[config.mk]
export PLATFORM = sky130hd
export DESIGN_NAME = mtf_nibble_compressor_top
export DESIGN_NICKNAME = d
export VERILOG_FILES = /design/src/rtl/mtfnc_pkg.sv /design/src/rtl/mtf_nibble_compressor_top.sv /design/src/rtl/mtfnc_table.sv
export SDC_FILE = /design/constraint.sdc
export NUM_CORES = 1
export LEC_CHECK = 0
export BUFFER_PORTS_ARGS = -buffer_cell sky130_fd_sc_hd__buf_2
export CORE_MARGIN = 2
export CORE_UTILIZATION = 55
export CTS_CLUSTER_DIAMETER = 40
export DETAILED_ROUTE_END_ITERATION = 6
export GPL_TIMING_DRIVEN = 0
export HOLD_SLACK_MARGIN = 0.02
export PLACE_DENSITY = 0.75
export SLEW_MARGIN = 20
export SYNTH_ARGS = -nofsm -noshare
export SYNTH_HDL_FRONTEND = slang
export SYNTH_HIERARCHICAL = 1
export SYNTH_SLANG_ARGS = --single-unit
[constraint.sdc]
create_clock -name i_clk -period 2.8 [get_ports i_clk]
set_input_delay 0.56 -clock i_clk [delete_from_list [all_inputs] [get_ports i_clk]]
set_output_delay 0.56 -clock i_clk [all_outputs]
set_load 0.01 [all_outputs]
[src/rtl/mtfnc_pkg.sv]
// Shared types and constants of the move-to-front nibble compressor.
// Used by mtfnc_table and mtf_nibble_compressor_top; depends on nothing.
package mtfnc_pkg;

    localparam int unsigned BYTE_W = 8;
    localparam int unsigned CODE_W = 4;
    localparam int unsigned MAX_ENTRIES = 15;

    localparam logic [CODE_W-1:0] ESC_CODE = 4'hF;

    localparam logic [BYTE_W-1:0] DEFAULT_TABLE [MAX_ENTRIES] = '{
        8'h20, 8'h65, 8'h74, 8'h6F, 8'h61, 8'h73, 8'h72, 8'h69,
        8'h6E, 8'h63, 8'h6C, 8'h6D, 8'h68, 8'h64, 8'h75
    };

    typedef struct packed {
        logic              hit;
        logic [CODE_W-1:0] idx;
    } t_lookup;

endpackage

[src/rtl/mtf_nibble_compressor_top.sv]
// Top level of the move-to-front nibble compressor.
// Depends on mtfnc_pkg and mtfnc_table.
//
// One byte is accepted per cycle unless a registered byte still waits for room
// in the result queue, which holds o_in_ready low. A byte is registered when it
// is accepted, looked up in the table and coded from that register, and its
// packed bytes are written into a two-entry result queue once the queue is
// empty or its last word is being taken. A byte yields no, one or two results;
// the output port moves one word per cycle through the queue while i_out_ready
// is high. Leftover nibbles are never flushed. The table is reset to its default
// string by the synchronous reset, and no byte is taken while reset is held.
module mtf_nibble_compressor_top #(
    parameter int unsigned TABLE_ENTRIES = 15
) (
    input  logic       i_clk,
    input  logic       i_rst_n,
    input  logic       i_in_valid,
    output logic       o_in_ready,
    input  logic [7:0] i_in_byte,
    output logic       o_out_valid,
    input  logic       i_out_ready,
    output logic [7:0] o_out_byte,
    output logic       o_last_of_run
);

    logic       r_in_valid;
    logic [7:0] r_in_byte;
    logic       r_pend_valid;
    logic [3:0] r_pend_nibble;
    logic [7:0] r_q_byte [2];
    logic       r_q_last [2];
    logic [1:0] r_q_cnt;

    logic       n_pend_valid;
    logic [3:0] n_pend_nibble;
    logic [7:0] res_byte [2];
    logic [1:0] res_cnt;

    mtfnc_pkg::t_lookup lookup;
    logic       pop;
    logic       fire;

    mtfnc_table #(
        .ENTRIES (TABLE_ENTRIES)
    ) u_table (
        .i_clk    (i_clk),
        .i_rst_n  (i_rst_n),
        .i_byte   (r_in_byte),
        .i_update (fire),
        .o_lookup (lookup)
    );

    assign o_out_valid   = (r_q_cnt != 2'd0);
    assign o_out_byte    = r_q_byte[0];
    assign o_last_of_run = r_q_last[0];
    assign pop           = o_out_valid & i_out_ready;
    assign fire          = r_in_valid & ((r_q_cnt == 2'd0) | ((r_q_cnt == 2'd1) & pop));
    assign o_in_ready    = i_rst_n & (~r_in_valid | fire);

    always_comb begin
        res_byte[0]   = '0;
        res_byte[1]   = '0;
        res_cnt       = 2'd0;
        n_pend_valid  = 1'b0;
        n_pend_nibble = '0;
        if (lookup.hit) begin
            if (r_pend_valid) begin
                res_byte[0] = {lookup.idx, r_pend_nibble};
                res_cnt     = 2'd1;
            end else begin
                n_pend_valid  = 1'b1;
                n_pend_nibble = lookup.idx;
            end
        end else begin
            if (r_pend_valid) begin
                res_byte[0] = {mtfnc_pkg::ESC_CODE, r_pend_nibble};
                res_byte[1] = r_in_byte;
                res_cnt     = 2'd2;
            end else begin
                res_byte[0]   = {r_in_byte[3:0], mtfnc_pkg::ESC_CODE};
                res_cnt       = 2'd1;
                n_pend_valid  = 1'b1;
                n_pend_nibble = r_in_byte[7:4];
            end
        end
    end

    always_ff @(posedge i_clk) begin
        if (!i_rst_n) begin
            r_in_valid    <= 1'b0;
            r_pend_valid  <= 1'b0;
            r_pend_nibble <= '0;
            r_q_cnt       <= 2'd0;
        end else begin
            if (o_in_ready) begin
                r_in_valid <= i_in_valid;
            end
            if (fire) begin
                r_pend_valid  <= n_pend_valid;
                r_pend_nibble <= n_pend_nibble;
                r_q_cnt       <= res_cnt;
            end else if (pop) begin
                r_q_cnt <= r_q_cnt - 2'd1;
            end
        end
    end

    always_ff @(posedge i_clk) begin
        if (o_in_ready && i_in_valid) begin
            r_in_byte <= i_in_byte;
        end
        if (fire) begin
            r_q_byte[0] <= res_byte[0];
            r_q_byte[1] <= res_byte[1];
            r_q_last[0] <= (res_cnt == 2'd1);
            r_q_last[1] <= 1'b1;
        end else if (pop) begin
            r_q_byte[0] <= r_q_byte[1];
            r_q_last[0] <= r_q_last[1];
        end
    end

endmodule

[src/rtl/mtfnc_table.sv]
// Move-to-front table: parallel search of one byte and the move-to-front update.
// Depends on mtfnc_pkg.
module mtfnc_table #(
    parameter int unsigned ENTRIES = 15
) (
    input  logic                                i_clk,
    input  logic                                i_rst_n,
    input  logic [mtfnc_pkg::BYTE_W-1:0]        i_byte,
    input  logic                                i_update,
    output mtfnc_pkg::t_lookup                  o_lookup
);

    logic [mtfnc_pkg::BYTE_W-1:0] r_table [ENTRIES];
    logic [mtfnc_pkg::BYTE_W-1:0] n_table [ENTRIES];
    logic [ENTRIES-1:0]           match;
    logic [ENTRIES-1:1]           shift;
    logic                         found;

    always_comb begin
        o_lookup = '0;
        for (int i = ENTRIES - 1; i >= 0; i--) begin
            match[i] = (r_table[i] == i_byte);
            if (match[i]) begin
                o_lookup.hit = 1'b1;
                o_lookup.idx = mtfnc_pkg::CODE_W'(i);
            end
        end
    end

    always_comb begin
        found = 1'b0;
        for (int i = ENTRIES - 1; i >= 1; i--) begin
            found    = found | match[i];
            shift[i] = found | ~o_lookup.hit;
        end
        n_table[0] = i_byte;
        for (int i = 1; i < ENTRIES; i++) begin
            n_table[i] = shift[i] ? r_table[i-1] : r_table[i];
        end
    end

    always_ff @(posedge i_clk) begin
        if (!i_rst_n) begin
            for (int i = 0; i < ENTRIES; i++) begin
                r_table[i] <= mtfnc_pkg::DEFAULT_TABLE[i];
            end
        end else if (i_update) begin
            r_table <= n_table;
        end
    end

endmodule

==> reports/qor.yml, run 1 <==
outcome: "finished with violations"
violations: "setup timing"
worstSkewPairLatency_ns: 0.43
syn_avg_cell_area_sq_um: 9.72
ir_worst_vdd_mv: 0.708
final_nets: 921
fp.dieArea_sq_um: 15400
setup_viol: 82
drive_above_1_share_pct: 24.2
drt-vias-per-instance: 5.99
cts_tree: "yes"
p_per_area_nw_per_um2: 687
synth_area_sq_um: 7930
worstMarginPinSlew_ns: 0.857
synth_top_area_share_pct: 32.6
totalWireLength_um: 23700
path_clk_slew_ns: 0.06
coreArea_sq_um: 14000
synth_most_common_cell: "dfxtp_1"
drt_iter0_drc: 567
firstDrtPassIters: 6
cp-start-kind: "flip-flop"
grt_pass1_vias: 6689
antennaDiodeCount: 0
end_kind: "flip-flop"
grt_remaining_overflow: 0
regToRegSetupSlack_ns: -0.30
slew_viol_final: 0
max_freq_mhz: 323
yosysWarnings: 6
critPathRequiredTime_ns: 3.05
netlist_top_cells_area: "dfxtp_1 33%, mux2i_1 15%, edfxtp_1 9.5%"
grt_max_degree: 17
grt_pass1_wl_um: 35700
place.gp.congestion: 0.896
path_class: "reg -> reg"
hold_violations: 0
die_x_um: 124
skew_ns: 0.00792
htreeDepth: 4
io_pins: 23
fp.dieH_um: 124
antenna_found_initial: 0
worst_slack_ns: -0.298
initial_core_util_pct: 56.7
ctsHoldBuffers: 0
clock_sinks: 154
grt_setup_unrepaired: "true"
syn_nets: 831
dp_hpwl_um: 14500
syn-instance-count: 816
synth_edf_count: 25
synth_commonest_cells: "129 x dfxtp_1, 116 x mux2i_1, 97 x nor2_1"
ant_nets: 0
cts.path.max_buffers: 2
yosysSeqAreaShare_pct: 42.0
rows: 43
critPathArrivalTime_ns: 3.35
syn2layout_area_growth_pct: 25.5
synthArstFlopShare_pct: 0
path_max_fanout: 6
synth_largest_area_cell: "dfxtp_1"
drc: 0
maxCapViolations: 0
final_cell_count_no_fill: 1099
synth.distinct_cells: 57
routedWlPerCell_um: 21.5
port-buffer-count: 22
num_vias: 6578
timing.final.crit_share_pct: 111
p_leak_nw: 4.04
setup_tns_ns: -8.90
dp.cells: 1018
track_usage_pct: 31.1
numCtsBuffers: 17
synth_seq_cells: 154
period_minus_slack_ns: 3.10
hold_path_class: "in -> reg"
synth_flop_cell: "dfxtp_1"
relSlewSlack_pct: 42.9
clock-root-buffer: "clkbuf_16"
layer usage:
metal | share of wire [%] | vias up | GRT usage [%]
met5 | 0 | - | 0
met4 | 4.7 | 0 | 14.6
met3 | 6.3 | 82 | 7.05
met2 | 51 | 315 | 54.4
met1 | 38 | 3209 | 35.9
li1 | - | 2972 | -
timing repair:
| action | CTS | global route |
|---|---|---|
| setup buffers | 34 | 18 |
| gates cloned | 1 | 0 |
| endpoints found under the setup margin | 122 | 137 |
| resized for setup | 64 | 52 |
| pin swaps | 24 | 18 |
area by class of cell:
cell class                 count  area, sq um
clock inverter                15          220
clock buffer                  17          425
timing repair buffer          75          704
multi-input combinational    592         4580
tap                          180          225
inverter                      19         76.3
fill                         961         4040
buffer                        47          389
sequential                   154         3330
power breakdown:
group | total [W] | switching [W] | internal, W
combinational | 0.00162 | 0.000871 | 0.000751
clock | 0.00253 | 0.000948 | 0.00158
sequential | 0.00268 | 0.000184 | 0.00249
flip-flops by register name (all words and copies together) (netlist names):
name / count
r_in_valid: 1
r_q_byte: 16
r_pend_valid: 1
u_table/r_table: 120
r_q_cnt: 2
r_q_last: 2
r_pend_nibble: 4
r_in_byte: 8
final timing paths:
check | start | to | depth (start not counted)
worst max-delay path | r_in_byte[5] | r_q_byte[0][7] | 13
worst max register to register | r_in_byte[5] | r_q_byte[0][7] | 13
worst min-delay path | i_in_byte[1] | r_in_byte[1] | 1
worst min register to register | r_q_last[1] | r_q_last[1] | 1
critical path: stages, from the launching register on:
cell	delay, ns
edfxtp_1	0.47
buf_6	0.19
buf_12	0.14
xor2_1	0.22
nor4_2	0.10
and2_1	0.21
or3_4	0.39
nor4_4	0.32
inv_1	0.10
buf_6	0.16
buf_6	0.13
nor2b_1	0.15
o22ai_1	0.13
mux2i_1	0.22
cell families (layout without fill, tap and decap cells):
logic type	after synthesis	count (layout)	share of synthesized area, %
AND/OR/NAND/NOR	277	277	16.3
flip-flops	154	154	42.0
multiplexers	122	122	15.5
XOR/XNOR	120	120	13.5
AO/OA/AOI/OAI	70	70	6.71
buffers and inverters	70	173	5.43
adder cells (fa/ha/maj)	3	3	0.473
metrics by stage:
step	utilization, %	cell area (sq um)	hold WS, ns	setup WS (ns)	total power [W]
6_report	71.1	9950	0.309	-0.298	0.00683
5_1_grt	71.1	9950	0.296	-0.380	0.00706
4_1_cts	68.5	9580	0.300	-0.292	0.00667
3_5_place_dp	59.2	8280	0.427	-0.500	0.00399
3_3_place_gp	59.2	8280	0.420	-0.424	0.00394
2_1_floorplan	-	7950	0.407	-0.0897	0.00366
placed cells by master (no fill, tap or decap), types with 4 or more instances in the layout:
cell / Yosys / final
buf_12: 2 / 15
clkbuf_1: 24 / 19
clkbuf_16: 0 / 17
dfxtp_1: 129 / 129
xor2_1: 53 / 47
buf_6: 15 / 20
a21oi_2: 0 / 5
buf_2: 6 / 23
edfxtp_1: 25 / 25
inv_1: 17 / 16
nor2_4: 0 / 5
xor2_2: 3 / 9
nor2_2: 1 / 4
o21ai_0: 20 / 19
nand4_1: 14 / 14
mux2i_1: 116 / 111
and2_1: 13 / 9
nand2_1: 91 / 90
buf_8: 1 / 4
nor2_1: 97 / 89
xnor2_1: 64 / 62
and2_4: 2 / 6
a21oi_1: 19 / 14
bufinv_16: 0 / 5
nor4_2: 2 / 13
nand3_1: 14 / 14
buf_4: 1 / 36
Power figures use the tool's default switching activity.
==> run 2: changes to the inputs <==
- CTS_BUF_LIST: unset -> sky130_fd_sc_hd__clkbuf_16
- RECOVER_POWER: unset -> 25
==> reports/qor.yml, run 2 (same netlist as run 1, synthesis figures left out) <==
drc: 0
die_x_um: 124
numCtsBuffers: 17
fp.dieArea_sq_um: 15400
num_vias: 6602
hold_violations: 0
cts_tree: "yes"
routedWlPerCell_um: 21.6
end_kind: "flip-flop"
worstMarginPinSlew_ns: 0.854
largest_reg_flops: 120
ant_nets: 0
ctsHoldBuffers: 0
largest_registers: "u_table/r_table x120, r_q_byte x16, r_in_byte x8"
ir_worst_vdd_mv: 0.708
mostFrequentLayoutCell: "dfxtp_1"
io_pins: 23
utilization_pct: 71.1
path_max_fanout: 6
cpLargestDelayFamily: "simple AND/OR/NAND/NOR gates"
cts.path.max_buffers: 2
slew_viol_final: 0
grt_remaining_overflow: 0
clock-root-buffer: "clkbuf_16"
r2r_cells: 13
path_common_cell: "buf_6"
crit_buf_inv: 5
violations: "setup timing"
dp_hpwl_um: 14500
setup_tns_ns: -9.18
final_nets: 921
totalWireLength_um: 23700
worstSkewPairLatency_ns: 0.43
clock_sinks: 154
worstPathCellList: "buf_6 > buf_12 > xor2_1 > nor4_2 > and2_1 > or3_4 > nor4_4 > inv_1 > buf_6 > buf_6 > nor2b_1 > o22ai_1 > mux2i_1"
drt_iter0_drc: 562
drt-vias-per-instance: 6.01
path_class: "reg -> reg"
cp-start-kind: "flip-flop"
regMostFlops: "u_table/r_table"
critPathRequiredTime_ns: 3.05
path_depth: 13
drive_above_1_share_pct: 23.5
initial_core_util_pct: 56.7
firstDrtPassIters: 7
rows: 43
antenna_found_initial: 0
setup_viol: 82
path_clk_slew_ns: 0.06
skew_ns: 0.00814
fp.dieH_um: 124
period_minus_slack_ns: 3.10
track_usage_pct: 31.1
grt_setup_unrepaired: "true"
grt_pass1_wl_um: 35700
p_leak_nw: 4.03
coreArea_sq_um: 14000
grt_pass1_vias: 6689
maxCapViolations: 0
timing.final.crit_share_pct: 111
critPathArrivalTime_ns: 3.36
outcome: "finished with violations"
cp_slowest_cell: "edfxtp_1"
hold_ws_ns: 0.306
antennaDiodeCount: 0
port-buffer-count: 22
cp_slowest_stage_delay_ns: 0.47
place.gp.congestion: 0.896
relSlewSlack_pct: 43.1
max_freq_mhz: 322
grt_max_degree: 17
syn2layout_area_growth_pct: 25.4
whs_path_depth: 1
worst_slack_ns: -0.305
p_per_area_nw_per_um2: 687
hold_path_class: "in -> reg"
final_cell_mix: "129 x dfxtp_1, 111 x mux2i_1, 90 x nand2_1"
htreeDepth: 4
==> run 2: power breakdown <==
part           leakage (nW)  internal, W  total, W  switching (W)
logic                  2.43     0.000746   0.00162       0.000872
clock network         0.312      0.00158   0.00254       0.000953
registers              1.28      0.00249   0.00268       0.000184
==> run 2: worst paths after layout <==
check                        end  slack (ns)          from
hold reg to reg      r_q_last[1]        0.45   r_q_last[1]
setup reg to reg  r_q_byte[0][7]       -0.30  r_in_byte[5]
setup / recovery  r_q_byte[0][7]       -0.30  r_in_byte[5]
hold / removal      r_in_byte[1]        0.31  i_in_byte[1]
==> run 2: layout make-up <==
cell class                      instances  area, sq um
Buffer                                 47          389
Timing Repair Buffer                   75          698
Inverter                               19         76.3
Clock inverter                         15          220
Fill cell                             966         4040
Multi-Input combinational cell        592         4580
Clock buffer                           17          425
Sequential cell                       154         3330
Tap cell                              180          225
==> run 2: metal layers <==
metal	global-route usage, %	part of all wire (%)	vias up
li1	-	-	2964
met1	35.9	38	3226
met2	54.4	50	327
met3	7.05	6.4	85
met4	14.6	4.8	0
met5	0	0	-
==> run 2: repair_timing <==
action | CTS | global route
setup endpoints to repair | 122 | 137
buffers inserted | 34 | 18
gates resized for setup | 64 | 52
gates cloned | 1 | 0
pin swaps | 24 | 18
==> run 2: metrics by stage <==
stage	setup WS (ns)	std cells	total power, W	cell area [sq um]
2_1_floorplan	-0.0897	816	0.00366	7950
3_3_place_gp	-0.424	1018	0.00394	8280
3_5_place_dp	-0.500	1018	0.00399	8280
4_1_cts	-0.292	1082	0.00667	9580
5_1_grt	-0.380	1099	0.00706	9940
6_report	-0.305	1099	0.00683	9940
==> run 3: changes to the inputs <==
- PLACE_DENSITY: 0.75 -> unset
- PLACE_DENSITY_LB_ADDON: unset -> 0.05
==> reports/qor.yml, run 3 (same netlist as run 1, synthesis figures left out) <==
outcome: "finished with violations"
violations: "setup timing"
drive_above_1_share_pct: 24.9
slew_viol_final: 0
fp.dieArea_sq_um: 15400
postPlaceCellArea_sq_um: 8280
period_minus_slack_ns: 3.11
dp_hpwl_um: 14500
clock-root-buffer: "clkbuf_16"
routedWlPerCell_um: 20.8
timing.final.crit_share_pct: 111
path_class: "reg -> reg"
busiest_layer: "met2"
regMostFlops: "u_table/r_table"
antenna_found_initial: 0
place.gp.congestion: 0.913
ir_worst_vdd_mv: 0.518
largest_registers: "u_table/r_table x120, r_q_byte x16, r_in_byte x8"
netSwitchingPower_w: 0.00197
drt_iter0_drc: 620
comb_power_share_pct: 25.0
initial_core_util_pct: 56.7
hold_violations: 0
critPathArrivalTime_ns: 3.46
relSlewSlack_pct: 38.8
p_int_w: 0.00458
met2_usage_pct: 50.8
grt_remaining_overflow: 0
antennaDiodeCount: 0
grt_pass1_vias: 6462
largest_reg_flops: 120
coreArea_sq_um: 14000
numCtsBuffers: 17
grt_setup_unrepaired: "true"
utilization_pct: 72.0
ant_nets: 0
htreeDepth: 4
maxCapViolations: 0
drc: 0
gr-usage-met1_pct: 36.1
worstMarginPinSlew_ns: 0.919
grt_max_degree: 17
hold_path_class: "in -> reg"
power.share.clock_pct: 34.3
setup_viol: 97
firstDrtPassIters: 7
clock_sinks: 154
grt_pass1_wl_um: 34000
rows: 43
path_clk_slew_ns: 0.06
cp-start-kind: "flip-flop"
switching_share_pct: 30.1
dp.cells: 1018
final_nets: 933
totalWireLength_um: 23100
p_per_area_nw_per_um2: 651
drt-vias-per-instance: 5.79
die_x_um: 124
setup_tns_ns: -9.25
skew_ns: 0.0116
finish.instance_area_sq_um: 10100
end_kind: "flip-flop"
mostFrequentLayoutCell: "dfxtp_1"
cts_tree: "yes"
cts.path.max_buffers: 2
power_frac_seq_pct: 40.7
hold_ws_ns: 0.315
port-buffer-count: 22
syn2layout_area_growth_pct: 26.9
critPathRequiredTime_ns: 3.15
io_pins: 23
p_leak_nw: 4.09
max_freq_mhz: 321
worst_slack_ns: -0.312
track_usage_pct: 29.9
final_cell_count_no_fill: 1111
num_vias: 6432
path_max_fanout: 7
final_cell_mix: "129 x dfxtp_1, 115 x mux2i_1, 89 x nor2_1"
worstSkewPairLatency_ns: 0.42
met3_usage_pct: 6.82
fp.dieH_um: 124
==> run 3: final cells by class <==
class | count | area [sq um]
Multi-Input combinational cell | 592 | 4620
Tap cell | 180 | 225
Timing Repair Buffer | 88 | 843
Fill cell | 979 | 3920
Sequential cell | 154 | 3330
Clock inverter | 15 | 150
Clock buffer | 17 | 425
Buffer | 46 | 395
Inverter | 19 | 76.3
==> run 3: path summary, 6_finish.rpt <==
path,slack [ns],endpoint,startpoint,cells after the start
setup / recovery,-0.31,r_pend_nibble[0],r_in_byte[1],12
hold / removal,0.32,r_in_byte[3],i_in_byte[3],1
setup reg to reg,-0.31,r_pend_nibble[0],r_in_byte[1],12
hold reg to reg,0.45,r_q_last[1],r_q_last[1],1
==> run 3: critical path: stages, from the launching register on <==
cell,delay [ns]
edfxtp_1,0.44
buf_6,0.19
buf_12,0.15
xnor2_1,0.13
nand4_1,0.16
nor2_4,0.06
or4_4,0.58
nor4_4,0.31
inv_1,0.10
buf_6,0.15
mux2i_1,0.11
or4_1,0.52
a21oi_1,0.13
==> run 3: routing by layer <==
layer / vias to the layer above / part of all wire [%]
met5: - / 0
met4: 0 / 4.4
met3: 69 / 5.9
met2: 240 / 49
met1: 3131 / 41
li1: 2992 / -
==> run 3: what timing repair did <==
action / in CTS / in global routing
setup buffers: 44 / 22
setup endpoints to repair: 125 / 126
pin swaps: 27 / 22
hold buffers: 0 / 0
resized for setup: 66 / 65
cloned: 1 / 0
hold endpoints to repair: 0 / 0
==> run 3: power by group through the flow <==
stage	sequential (W)	combinational [W]	clock [W]
3_3_place_gp	0.00269	0.00126	0
5_1_grt	0.00269	0.00175	0.00239
3_5_place_dp	0.00270	0.00129	0
4_1_cts	0.00265	0.00152	0.00228
6_report	0.00267	0.00164	0.00225
2_1_floorplan	0.00268	0.000982	0
==> run 3: through the flow <==
step	setup WS, ns	power [W]
floorplan	-0.0897	0.00366
global placement	-0.455	0.00395
detailed placement	-0.480	0.00399
CTS	-0.245	0.00645
global route	-0.383	0.00682
finish	-0.312	0.00656
